--- src/design/mtab_pkg.sv ---
// Shared types and constants for the address-learning table with aging.
// Holds field widths, operation and register codes, and the per-entry
// compare result type. Depends on nothing.
package mtab_pkg;

  localparam int OP_W      = 2;
  localparam int MAC_W     = 48;
  localparam int TIME_W    = 32;
  localparam int SLOT_W    = 5;
  localparam int COUNT_W   = 6;
  localparam int CFG_IDX_W = 1;

  localparam int IN_TDATA_W  = 88;
  localparam int OUT_TDATA_W = 24;

  // Operation codes of an input item.
  localparam logic [OP_W-1:0] OP_RECEIVE   = 2'd0;
  localparam logic [OP_W-1:0] OP_TICK      = 2'd1;
  localparam logic [OP_W-1:0] OP_BLACKLIST = 2'd2;

  // Configuration register indexes.
  localparam logic [CFG_IDX_W-1:0] REG_DEVICE_TIMEOUT     = 1'b0;
  localparam logic [CFG_IDX_W-1:0] REG_BLACKLIST_DURATION = 1'b1;

  localparam logic [TIME_W-1:0] DEVICE_TIMEOUT_RST     = 32'd15000;
  localparam logic [TIME_W-1:0] BLACKLIST_DURATION_RST = 32'd60000;

  localparam logic [MAC_W-1:0] ALL_ONES_ADDR = 48'hFFFF_FFFF_FFFF;

  // Compare results for one tracked entry and one block entry.
  typedef struct packed {
    logic t_match;    // tracked address equals the item address
    logic t_aged;     // device silent longer than the timeout
    logic b_match;    // block address equals the item address
    logic b_live;     // block entry still in force at the item time
    logic b_expired;  // block entry past its expiry
  } eval_t;

endpackage

--- src/design/mtab_entry_eval.sv ---
// Per-entry compare unit shared by every step of the table scan.
// Depends on mtab_pkg for widths and the eval_t result type.
module mtab_entry_eval (
  input  logic [mtab_pkg::MAC_W-1:0]  addr,
  input  logic [mtab_pkg::TIME_W-1:0] now,
  input  logic [mtab_pkg::TIME_W-1:0] timeout,
  input  logic [mtab_pkg::MAC_W-1:0]  track_mac,
  input  logic [mtab_pkg::TIME_W-1:0] track_last_seen,
  input  logic [mtab_pkg::MAC_W-1:0]  block_mac,
  input  logic [mtab_pkg::TIME_W-1:0] block_expiry,
  output mtab_pkg::eval_t             result
);
  import mtab_pkg::*;

  logic [TIME_W-1:0] silence;

  // Elapsed time wraps modulo 2^32, so plain subtraction is safe.
  assign silence = now - track_last_seen;

  always_comb begin
    result.t_match   = (track_mac == addr);
    result.t_aged    = (silence > timeout);
    result.b_match   = (block_mac == addr);
    result.b_expired = (now > block_expiry);
    result.b_live    = !(now > block_expiry);
  end

endmodule

--- config.mk ---
export PLATFORM = sky130hd
export DESIGN_NAME = mtab_entry_eval
export DESIGN_NICKNAME = d
export VERILOG_FILES = /design/src/design/mtab_pkg.sv /design/src/design/mtab_entry_eval.sv
export SDC_FILE = /design/constraint.sdc
export NUM_CORES = 1
export LEC_CHECK = 0
export ABC_AREA = 1
export BUFFER_PORTS_ARGS = -buffer_cell sky130_fd_sc_hd__buf_2
export CORE_MARGIN = 2
export CORE_UTILIZATION = 31
export DETAILED_ROUTE_END_ITERATION = 8
export PLACE_DENSITY_LB_ADDON = 0.25
export REMOVE_ABC_BUFFERS = 1
export SLEW_MARGIN = 30
export SYNTH_ARGS = -nofsm -noshare
export SYNTH_HDL_FRONTEND = slang
export SYNTH_SLANG_ARGS = --single-unit
--- constraint.sdc ---
create_clock -name vclk -period 9
set_input_delay 1.35 -clock vclk [all_inputs]
set_output_delay 1.35 -clock vclk [all_outputs]
set_load 0.005 [all_outputs]
* After elaboration in Yosys (flattened, before gate mapping)
Index checks and enable logic that the tools add are counted.
** Operators by class
- $add $sub $neg :: 1
- Order comparisons :: 2
- Eq/ne operators :: 2
- Reductions and logical operators :: 1
** Operators with widths (number)
- == test 48 bit :: 2
- greater-than comparator 32 bit :: 2
- subtractor 32 bit :: 1
- logical NOT 1 bit :: 1
** Word-level totals
- Flip-flop bits (word level) :: 0
- Input bits :: 272

* Depth between registers and ports, before layout
Gate-level depths: netlist (run 1).
- Depth in word-level cells :: 2
- Depth in mapped cells :: 23
- Gate-level depth less buffers :: 23

* Worst setup path before layout (run 1)
Ideal clock, no wire load.
- Path kind :: input -> output
- Start :: input now[0] (netlist name)
- End :: output result[3] (netlist name)
- Arrival :: 3.447 ns
- Path slack :: 4.203 ns
- Stages on the path :: 19
- Path buffers :: 0
- Path through :: inv_1 -> ha_1 -> inv_1 -> fa_1 -> nand3_1 -> nand3_1 -> nand3_1 -> nand3b_1 -> nand2_1 -> nand2_1 -> nand2_1 -> nand2_1 -> ha_1 -> nand2_1 -> nor2_1 -> nand4_1 -> a21oi_1 -> nor2_1 -> a21oi_1
** RTL lines
- from (decl) :: RTL line mtab_entry_eval.sv:5 : input logic [mtab_pkg::TIME_W-1:0] now,
- to (decl) :: RTL line mtab_entry_eval.sv:11 : output mtab_pkg::eval_t result

==> results of run 1 <==
-- metal layers --
| metal | vias to the layer above | wire, µm |
|---|---|---|
| met1 | 2721 | 7050 |
| li1 | 3519 | - |
| met2 | 177 | 9820 |
| met5 | - | 0 |
| met3 | 8 | 1040 |
| met4 | 0 | 157 |
-- power groups by stage --
| stage | registers [W] | clock network [W] | logic [W] |
|---|---|---|---|
| floorplan | 0 | 0 | 0.000250 |
| global placement | 0 | 0 | 0.000386 |
| detailed placement | 0 | 0 | 0.000391 |
| CTS | 0 | 0 | 0.000392 |
| global route | 0 | 0.0000000000595 | 0.000448 |
| finish | 0 | 0.0000000000893 | 0.000388 |
-- layout make-up --
cell class	count	area [µm²]
Tap cell	220	275
Multi-Input combinational cell	745	4460
Timing Repair Buffer	277	1390
Inverter	228	856
Antenna cell	6	15.0
Fill cell	1918	9650
-- per-stage QoR --
stage | cell area, µm² | cells | worst slack, ns | power, W | hold WS, ns
finish | 6990 | 1476 | 3.71 | 0.000388 | 3.16
global route | 6980 | 1474 | 3.39 | 0.000448 | 3.21
CTS | 6970 | 1470 | 3.69 | 0.000392 | 3.16
detailed placement | 6970 | 1470 | 3.70 | 0.000391 | 3.16
global placement | 6970 | 1470 | 3.72 | 0.000386 | 3.15
floorplan | 5310 | 973 | 4.20 | 0.000250 | 2.92
-- critical path, cell delays in order --
cell,delay (ns)
buf_2,0.09
inv_1,0.07
ha_1,0.14
inv_1,0.07
fa_1,0.42
nand3_1,0.09
nand3_1,0.12
nand3_1,0.09
nand3b_1,0.15
nand2_1,0.12
nand2_1,0.05
nand2_1,0.05
nand2_1,0.05
ha_1,0.26
nand2_1,0.05
nor2_1,0.12
nand4_1,0.13
a21oi_1,0.15
nor2_1,0.06
a21oi_1,0.15
buf_2,0.14
-- final timing paths --
path	from	slack, ns	endpoint
setup / recovery	now[0]	3.71	result[3]
hold / removal	track_mac[23]	3.16	result[4]
-- cell usage after synthesis, drive strengths merged --
library cell    n
inv           228
nor3           15
o21bai          2
o21ai           6
o2111ai         2
or2             8
o21a            3
nand3          38
a21oi          50
and3b           1
fa              1
nor2           75
nand2         325
nand3b          1
and3            2
xor2           36
ha             95
nand4          17
xnor2          65
a21o            3
-- layout by cell type, fill, tap and decap left out --
cell / Yosys / routed
or2_2: 8 / 8
inv_2: 1 / 1
a21oi_1: 50 / 50
nor3_1: 15 / 15
o2111ai_1: 2 / 2
nand3_2: 1 / 1
nand2_2: 12 / 12
inv_1: 227 / 227
nor2_4: 1 / 1
nand2_1: 312 / 312
xor2_1: 36 / 36
and3_1: 2 / 2
xnor2_1: 65 / 65
nand4_1: 17 / 17
ha_1: 95 / 95
buf_2: 0 / 277
nor2_1: 73 / 73
nor2_2: 1 / 1
and3b_1: 1 / 1
o21ai_0: 6 / 6
diode_2: 0 / 6
o21a_1: 3 / 3
nand2_4: 1 / 1
a21o_1: 3 / 3
o21bai_1: 2 / 2
nand3b_1: 1 / 1
nand3_1: 37 / 37
fa_1: 1 / 1
-- logic make-up (layout without fill, tap and decap cells) --
kind of cell    Yosys count  after routing  share of synthesized area [%]
fa+ha+maj                96             96                           22.8
simple gates            482            482                           37.7
buf+inv                 228            505                           16.1
other cells               0              6                              0
compound gates           66             66                           6.74
xor+xnor                101            101                           16.7
==> results.md, run 1 <==
- Status: finished, final reports clean
- Type of the worst min-delay path: input port to output pin
- Initial Util: 31.9%
- Setup CP Type: input port to output pin
- Worst EP required: 7.65 ns
- Leak: 4.53 nW
- Final ANT Viol Nets: 0
- GR Util met1: 20.7%
- Tmin final: 5.29 ns
- Num sequential: 0
- Number of global-route vias before repair: 6,216
- Grt peak-use layer: met2
- Sequential power share: 0%
- CTS hold repair buffers: 0
- Register area: 0 µm²
- Switching pwr: 0.000216 W
- Syn_area_per_cell: 5.46 µm²
- Distinct cells, synth: 26
- Initial antenna violation count: 6
- Sequential-to-total area share from yosys stat: 0%
- Resized Gates After CTS: 0
- Maxcap violations: 0
- M2 GR Usage: 40.4%
- Max_slew headroom: 77.4%
- Via count: 6,425
- All-Layer GR Usage: 19.2%
- Yosys top cell by area: ha_1
- Pin count of the biggest net entering global routing: 7
- Pint: 0.000172 W
- Layout Utilization: 42.0%
- Synthesized area: 0.00531 mm²
- Max-slew violations: 0
- Met3 usage: 2.03%
- Share of cells above drive strength 1: 24.2%
- Syn-to-layout area delta: 31.6%
- Die Ht: 135 µm
- Crit path launch type: input port
- Final #Nets: 1,620
- Pre-antenna DRT Iters: 5
- Post-DR vias/cell: 4.35
- Crit path max fanout: 3
- Die Width: 135 µm
- Hold path depth: 7
- Initial drt markers: 228
- Period utilisation layout: 58.8%
- Critical path endpoint category: output pin
- Gate power share: 100.0%
- First-pass GRT wire length: 28,200 µm
- Top cells by area, synth: ha_1 (22%), nand2_1 (22%), inv_1 (16%), xnor2_1 (11%), xor2_1 (5.9%)
- Core Rows: 47
- Power per cell area: 55.5 mW/mm²
- Syn Inst Count: 973
- Critical path arrival: 3.94 ns
- Die area: 0.0182 mm²
- Fmax achieved: 189 MHz
- Clk pwr share: 0%
- Core area: 0.0166 mm²
- Post-DP HPWL: 17,300 µm
- Endpoints failing setup: 0
- Synth top area share: 22.4%
- Setup TNS Final: 0 ns
- Slew @ Worst Pin: 0.338 ns
- RSZ-0062 raised after global routing: no
- Per-cell routed wire length: 12.2 µm
- Top-level I/O count: 277
- Post-CTS Setup Bufs: 0
- Net Sw Frac: 55.6%
- Maximum vdd drop: 0.0258 mV
- Synthesis Warnings: 0
- Final WL: 18,100 µm
- DRC: 0
- IO Port Bufs: 277
- GP Congestion: 0.875
- Final hold violation count: 0
- Gr ovfl total: 0
- Clock buffer count: 0
Power figures use the tool's default switching activity.
==> inputs of run 2 (changes only) <==
Clock period 9 ns to 5.44 ns, I/O delays scaled along.
==> run 2 against run 1 <==
Compared with the run above:
- critical path depth unchanged
- cell count hardly changed
- setup slack got worse by 2.5 ns
- highest routed layer is now met5
- first-iteration DRC count is 17% lower
- sequential share of layout area unchanged
- final area is essentially flat
- largest power group unchanged
- wire length up 0.11%
==> results.md, run 2 (synthesized netlist as in run 1, its figures left out) <==
- Die Ht: 135 µm (unchanged)
- Max_slew headroom: 77.4% (about the same)
- Post-DP HPWL: 17,300 µm (about the same)
- Core Rows: 47 (unchanged)
- Via count: 6,446 (was 6,425)
- Die area: 0.0182 mm² (unchanged)
- Most frequent cells in the layout: nand2_1 (312), buf_2 (277), inv_1 (227) (unchanged)
- Crit path launch type: input port (unchanged)
- Pin count of the biggest net entering global routing: 7 (unchanged)
- Initial antenna violation count: 11 (was 6)
- Endpoints failing setup: 0 (unchanged)
- Initial drt markers: 189 (was 228)
- Final worst setup slack: 1.22 ns (was 3.71 ns)
- IO Port Bufs: 277 (unchanged)
- Post-CTS Setup Bufs: 0 (unchanged)
- Die Width: 135 µm (unchanged)
- CTS hold repair buffers: 0 (unchanged)
- Resized Gates After CTS: 0 (unchanged)
- Final hold violation count: 0 (unchanged)
- Slew @ Worst Pin: 0.339 ns (was 0.338 ns)
- Pre-antenna DRT Iters: 4 (was 5)
- Tmin final: 4.22 ns
- Maximum vdd drop: 0.0388 mV (was 0.0258 mV)
- Type of the worst min-delay path: input port to output pin (unchanged)
- GP Congestion: 0.882 (was 0.875)
- Top-level I/O count: 277 (unchanged)
- Max-slew violations: 0 (unchanged)
- Setup TNS Final: 0 ns (unchanged)
- Post-DR vias/cell: 4.36 (was 4.35)
- Final ANT Viol Nets: 0 (unchanged)
- Status: finished, final reports clean (unchanged)
- Multi-input gate area: 0.00446 mm² (unchanged)
- Fmax achieved: 237 MHz
- Post-route cell area: 0.00699 mm² (about the same)
- Final WL: 18,100 µm (about the same)
- Crit path max fanout: 3 (unchanged)
- First-pass GRT wire length: 28,200 µm (about the same)
- Register area: 0 µm² (unchanged)
- Leak: 4.53 nW (unchanged)
- Critical path endpoint category: output pin (unchanged)
- Core area: 0.0166 mm² (unchanged)
- Clock buffer count: 0 (unchanged)
- Power per cell area: 91.8 mW/mm² (was 55.5 mW/mm²)
- Post-Place Worst Slack: 1.19 ns (was 3.70 ns)
- Number of global-route vias before repair: 6,186 (was 6,216)
- All-Layer GR Usage: 19.2% (about the same)
- Critical path arrival: 3.41 ns (was 3.94 ns)
- Syn-to-layout area delta: 31.6% (about the same)
- Share of cells above drive strength 1: 24.2% (unchanged)
- Placed Area: 0.00697 mm² (unchanged)
- Commonest non-fill, non-tap cell in the layout: nand2_1 (unchanged)
- Hold Slack: 2.09 ns (was 3.16 ns)
- Setup CP Type: input port to output pin (unchanged)
- Maxcap violations: 0 (unchanged)
- Initial Util: 31.9% (unchanged)
- Worst EP required: 4.62 ns (was 7.65 ns)
- RSZ-0062 raised after global routing: no (unchanged)
- Num sequential: 0 (unchanged)
- Gr ovfl total: 0 (unchanged)
- # fillers: 1,929 (was 1,918)
- Final #Nets: 1,620 (unchanged)
- DRC: 0 (unchanged)
- Layout Utilization: 42.0% (about the same)
- Period utilisation layout: 77.6%
- Per-cell routed wire length: 12.2 µm (about the same)
-- run 2: cell types whose count changed in the layout (fill, tap and decap cells not counted), sizes merged --
cell   previous run  this run
diode             6         7
-- run 2: per-layer routing --
layer	vias to the layer above	routed length (µm)	GRT usage, %
met3	18	924	2.21
met1	2718	7170	20.6
li1	3537	-	-
met5	-	13	0
met2	171	9720	39.4
met4	2	259	4.09
-- run 2: worst paths after layout --
kind | start | endpoint | slack, ns | depth (start not counted)
max | now[0] | result[3] | 1.22 | 21
min | track_mac[23] | result[4] | 2.09 | 7
-- run 2: layout make-up --
cell class	instances	area share, %
multi-input cells	745	63.7
diodes	7	0.251
well taps	220	3.94
repair buffers	277	19.8
inverters	228	12.2
-- run 2: worst max-delay path, cell delays in order --
cell	delay, ns
buf_2	0.10
inv_1	0.07
ha_1	0.14
inv_1	0.07
fa_1	0.42
nand3_1	0.09
nand3_1	0.13
nand3_1	0.11
nand3b_1	0.15
nand2_1	0.11
nand2_1	0.05
nand2_1	0.05
nand2_1	0.05
ha_1	0.26
nand2_1	0.05
nor2_1	0.12
nand4_1	0.15
nor2_1	0.14
and3b_1	0.16
a21oi_1	0.04
buf_2	0.13
-- run 2: report_power, final --
part / internal, W / total [W] / switching, W
registers: 0 / 0 / 0
logic: 0.000285 / 0.000641 / 0.000357
clock network: 0.000000000172 / 0.000000000173 / 0
total: 0.000285 / 0.000641 / 0.000357
-- run 2: through the flow --
stage               power [W]  cells
floorplan            0.000414    973
global placement     0.000639   1470
detailed placement   0.000646   1470
CTS                  0.000649   1470
global route         0.000738   1477
finish               0.000641   1477
==> inputs of run 3 (changes only) <==
Settings changed: ABC_AREA 1 to 0.
Clock period 5.44 ns to 4 ns, I/O delays scaled along.
==> run 3 against run 2 <==
Compared with the run above:
- the flow now finishes with violations (negative setup slack)
- critical path depth down 3
- die area decreased by 15%
- final area fell by 0.57%
- setup slack worse by 1.5 ns
- flip-flop and latch count unchanged
- combinational power increased by 51%
- highest routed layer is now met4
- cell count decreased by 21%
- synthesized area fell by 15%
- via count fell by 15%
- first-iteration DRC count down 16%
==> results.md, run 3 <==
- Crit path largest cell delay: 0.34 ns (was 0.42 ns)
- Leak: 4.00 nW (was 4.53 nW)
- Commonest non-fill, non-tap cell in the layout: buf_2 (was nand2_1)
- GP Congestion: 0.882 (about the same)
- Type of the worst min-delay path: input port to output pin (unchanged)
- Die Width: 124 µm (was 135 µm)
- Final Instance Count excl. Fillers: 1,166 (was 1,477)
- Sequential-to-total area share from yosys stat: 0% (unchanged)
- Met3 usage: 2.15% (was 2.21%)
- Top-level I/O count: 277 (unchanged)
- Slew @ Worst Pin: 0.661 ns (was 0.339 ns)
- Via count: 5,489 (was 6,446)
- Tmin final: 4.31 ns
- Core Rows: 44 (was 47)
- Final WL: 16,900 µm (was 18,100 µm)
- Post-DP HPWL: 15,700 µm (was 17,300 µm)
- Top cells by area, synth: ha_1 (26%), xor2_1 (21%), inv_1 (8.0%), a21o_1 (5.5%), a21oi_1 (5.5%) (was ha_1 (22%), nand2_1 (22%), inv_1 (16%), xnor2_1 (11%), xor2_1 (5.9%))
- Most frequent cell after synthesis: xor2_1 (was nand2_1)
- Gr ovfl total: 0 (unchanged)
- Hold Slack: 1.70 ns (was 2.09 ns)
- Fmax achieved: 232 MHz
- Endpoints failing setup: 1 (was 0)
- Clk pwr share: 0% (about the same)
- Switching pwr: 0.000469 W (was 0.000357 W)
- First-pass GRT wire length: 26,100 µm (was 28,200 µm)
- Syn Inst Count: 612 (was 973)
- Placed cell count: 1,156 (was 1,470)
- Setup TNS Final: -0.307 ns (was 0 ns)
- Sequential power share: 0% (about the same)
- Num sequential: 0 (unchanged)
- Post-Place Worst Slack: -0.521 ns (was 1.19 ns)
- Failing checks: negative setup slack
- Origin of the worst min-delay path: track_mac[19] (was track_mac[23])
- Initial drt markers: 159 (was 189)
- Per-cell routed wire length: 14.5 µm (was 12.2 µm)
- Buf/Inv on CP: 3 (was 4)
- Clock buffer count: 0 (unchanged)
- Max_slew headroom: 55.5% (was 77.4%)
- Crit path launch type: input port (unchanged)
- Period utilisation layout: 108%
- Critical path arrival: 3.71 ns (was 3.41 ns)
- Hold Path End: result[4] (unchanged)
- Distinct cells, synth: 57 (was 26)
- Pre-antenna DRT Iters: 5 (was 4)
- Post-route cell area: 0.00695 mm² (was 0.00699 mm²)
- Pint: 0.000499 W (was 0.000285 W)
- Critical path endpoint category: output pin (unchanged)
- Power per cell area: 139 mW/mm² (was 91.8 mW/mm²)
- Placed Area: 0.00674 mm² (was 0.00697 mm²)
- Max-slew violations: 0 (unchanged)
- Initial Util: 31.3% (was 31.9%)
- Register area: 0 µm² (unchanged)
- Yosys top cell by area: ha_1 (unchanged)
- Share of cells above drive strength 1: 42.1% (was 24.2%)
- RSZ-0062 raised after global routing: yes (was no)
- Maxcap violations: 0 (unchanged)
- Gate power share: 100.0% (about the same)
- Final ANT Viol Nets: 0 (unchanged)
- Final worst setup slack: -0.307 ns (was 1.22 ns)
- Most frequent cells in the layout: buf_2 (276), xor2_1 (106), inv_1 (94), buf_4 (94), ha_1 (91) (was nand2_1 (312), buf_2 (277), inv_1 (227))
- Number of global-route vias before repair: 5,510 (was 6,186)
- Final #Nets: 1,347 (was 1,620)
- Maximum vdd drop: 0.0446 mV (was 0.0388 mV)
- IO Port Bufs: 277 (unchanged)
- Core area: 0.0144 mm² (was 0.0166 mm²)
- Hold path depth: 6 (was 7)
- Worst EP required: 3.40 ns (was 4.62 ns)
- Syn-to-layout area delta: 54.6% (was 31.6%)
- Crit path max fanout: 4 (was 3)
- GR Util met1: 22.8% (was 20.6%)
- CTS hold repair buffers: 0 (unchanged)
- Grt peak-use layer: met2 (unchanged)
- Die area: 0.0155 mm² (was 0.0182 mm²)
- Die Ht: 124 µm (was 135 µm)
- Post-DR vias/cell: 4.71 (was 4.36)
- All-Layer GR Usage: 20.4% (was 19.2%)
- Setup CP Type: input port to output pin (unchanged)
- M2 GR Usage: 41.1% (was 39.4%)
- Initial antenna violation count: 5 (was 11)
- Net Sw Frac: 48.5% (was 55.6%)
- Worst path cell trace: buf_2 > ha_1 > o211ai_2 > a21oi_2 > o31a_2 > a31oi_4 > buf_6 > o211ai_2 > a221oi_2 > xnor2_1 > ha_1 > a21o_1 > a21o_1 > a21oi_1 > o21ai_0 > a31oi_1 > a21oi_1 > buf_2 (was buf_2 > inv_1 > ha_1 > inv_1 > fa_1 > nand3_1 > nand3_1 > nand3_1 > nand3b_1 > nand2_1 > nand2_1 > nand2_1 > nand2_1 > ha_1 > nand2_1 > nor2_1 > nand4_1 > nor2_1 > and3b_1 > a21oi_1 > buf_2)
- DRC: 0 (unchanged)
- Pin count of the biggest net entering global routing: 9 (was 7)
- Slowest cell on the critical path: o31a_2 (was fa_1)
- Synthesis Warnings: 0 (unchanged)
- Most common library cells after synthesis: xor2_1 (106), inv_1 (96), ha_1 (95) (was nand2_1 (312), inv_1 (227), ha_1 (95))
- Synthesized area: 0.00450 mm² (was 0.00531 mm²)
- Syn_area_per_cell: 7.35 µm² (was 5.46 µm²)
- Final hold violation count: 0 (unchanged)
- Synth top area share: 26.4% (was 22.4%)
- Cell family with most CP delay: compound AO/OA/AOI/OAI gates (was simple AND/OR/NAND/NOR gates)
- Status: complete, but fails checks (was finished, final reports clean)
run 3: cell count changes in the layout (fill, tap and decap cells not counted), sizes merged, moves of 7 or more:
| cell | previous run | this run |
|---|---|---|
| nand3 | 38 | 6 |
| a31oi | 0 | 9 |
| a21o | 3 | 36 |
| xor2 | 36 | 106 |
| nor4 | 0 | 26 |
| buf | 277 | 372 |
| or2 | 8 | 1 |
| o21ai | 6 | 23 |
| xnor2 | 65 | 19 |
| inv | 228 | 96 |
| nand2 | 325 | 29 |
| nor2 | 75 | 13 |
run 3: cell families after synthesis:
family,synth area share [%]
simple gates,16.4
fa+ha+maj,26.9
buf+inv,9.13
compound gates,23.2
xor+xnor,24.3
run 3: worst min-delay path, stage by stage:
cell     delay, ns
buf_2         0.08
xor2_1        0.12
nor4_1        0.06
nand4_1       0.06
nor3_1        0.05
buf_2         0.12
run 3: layout make-up:
| type | instances | area [µm²] |
|---|---|---|
| Fill cell | 1516 | 7420 |
| Multi-Input combinational cell | 509 | 4240 |
| Timing Repair Buffer | 372 | 2110 |
| Inverter | 96 | 363 |
| Tap cell | 184 | 230 |
| Antenna cell | 5 | 12.5 |
run 3: per-stage QoR:
step / utilization (%) / total power (W)
after detailed placement: 46.9 / 0.000933
after global routing: 48.4 / 0.00108
after CTS: 47.5 / 0.000953
after floorplan: - / 0.000522
after global placement: 46.9 / 0.000925
final: 48.4 / 0.000969
run 3: metal layers:
layer | vias up | wire [µm]
li1 | 2907 | -
met1 | 2395 | 6800
met2 | 170 | 9040
met3 | 17 | 809
met4 | 0 | 289
met5 | - | 0
run 3: worst max path at each step:
stage | from | endpoint | slack (ns) | depth (start not counted)
global placement | now[0] | result[3] | -0.49 | 19
floorplan | now[0] | result[3] | -0.01 | 17
CTS | now[0] | result[3] | -0.35 | 19
global route | now[0] | result[3] | -0.44 | 19
detailed placement | now[0] | result[3] | -0.52 | 19
finish | now[2] | result[3] | -0.31 | 18
run 3: power groups by stage:
stage / clock [W] / combinational [W] / sequential [W]
5_1_grt: 0.000000000167 / 0.00108 / 0
3_3_place_gp: 0 / 0.000925 / 0
2_1_floorplan: 0 / 0.000522 / 0
4_1_cts: 0 / 0.000953 / 0
3_5_place_dp: 0 / 0.000933 / 0
6_report: 0.000000000168 / 0.000969 / 0
run 3: repair_timing:
item,in CTS,in global routing
resized for setup,15,13
cloned,0,0
pin swaps,14,23
buffers inserted,2,3
setup endpoints to repair,1,1
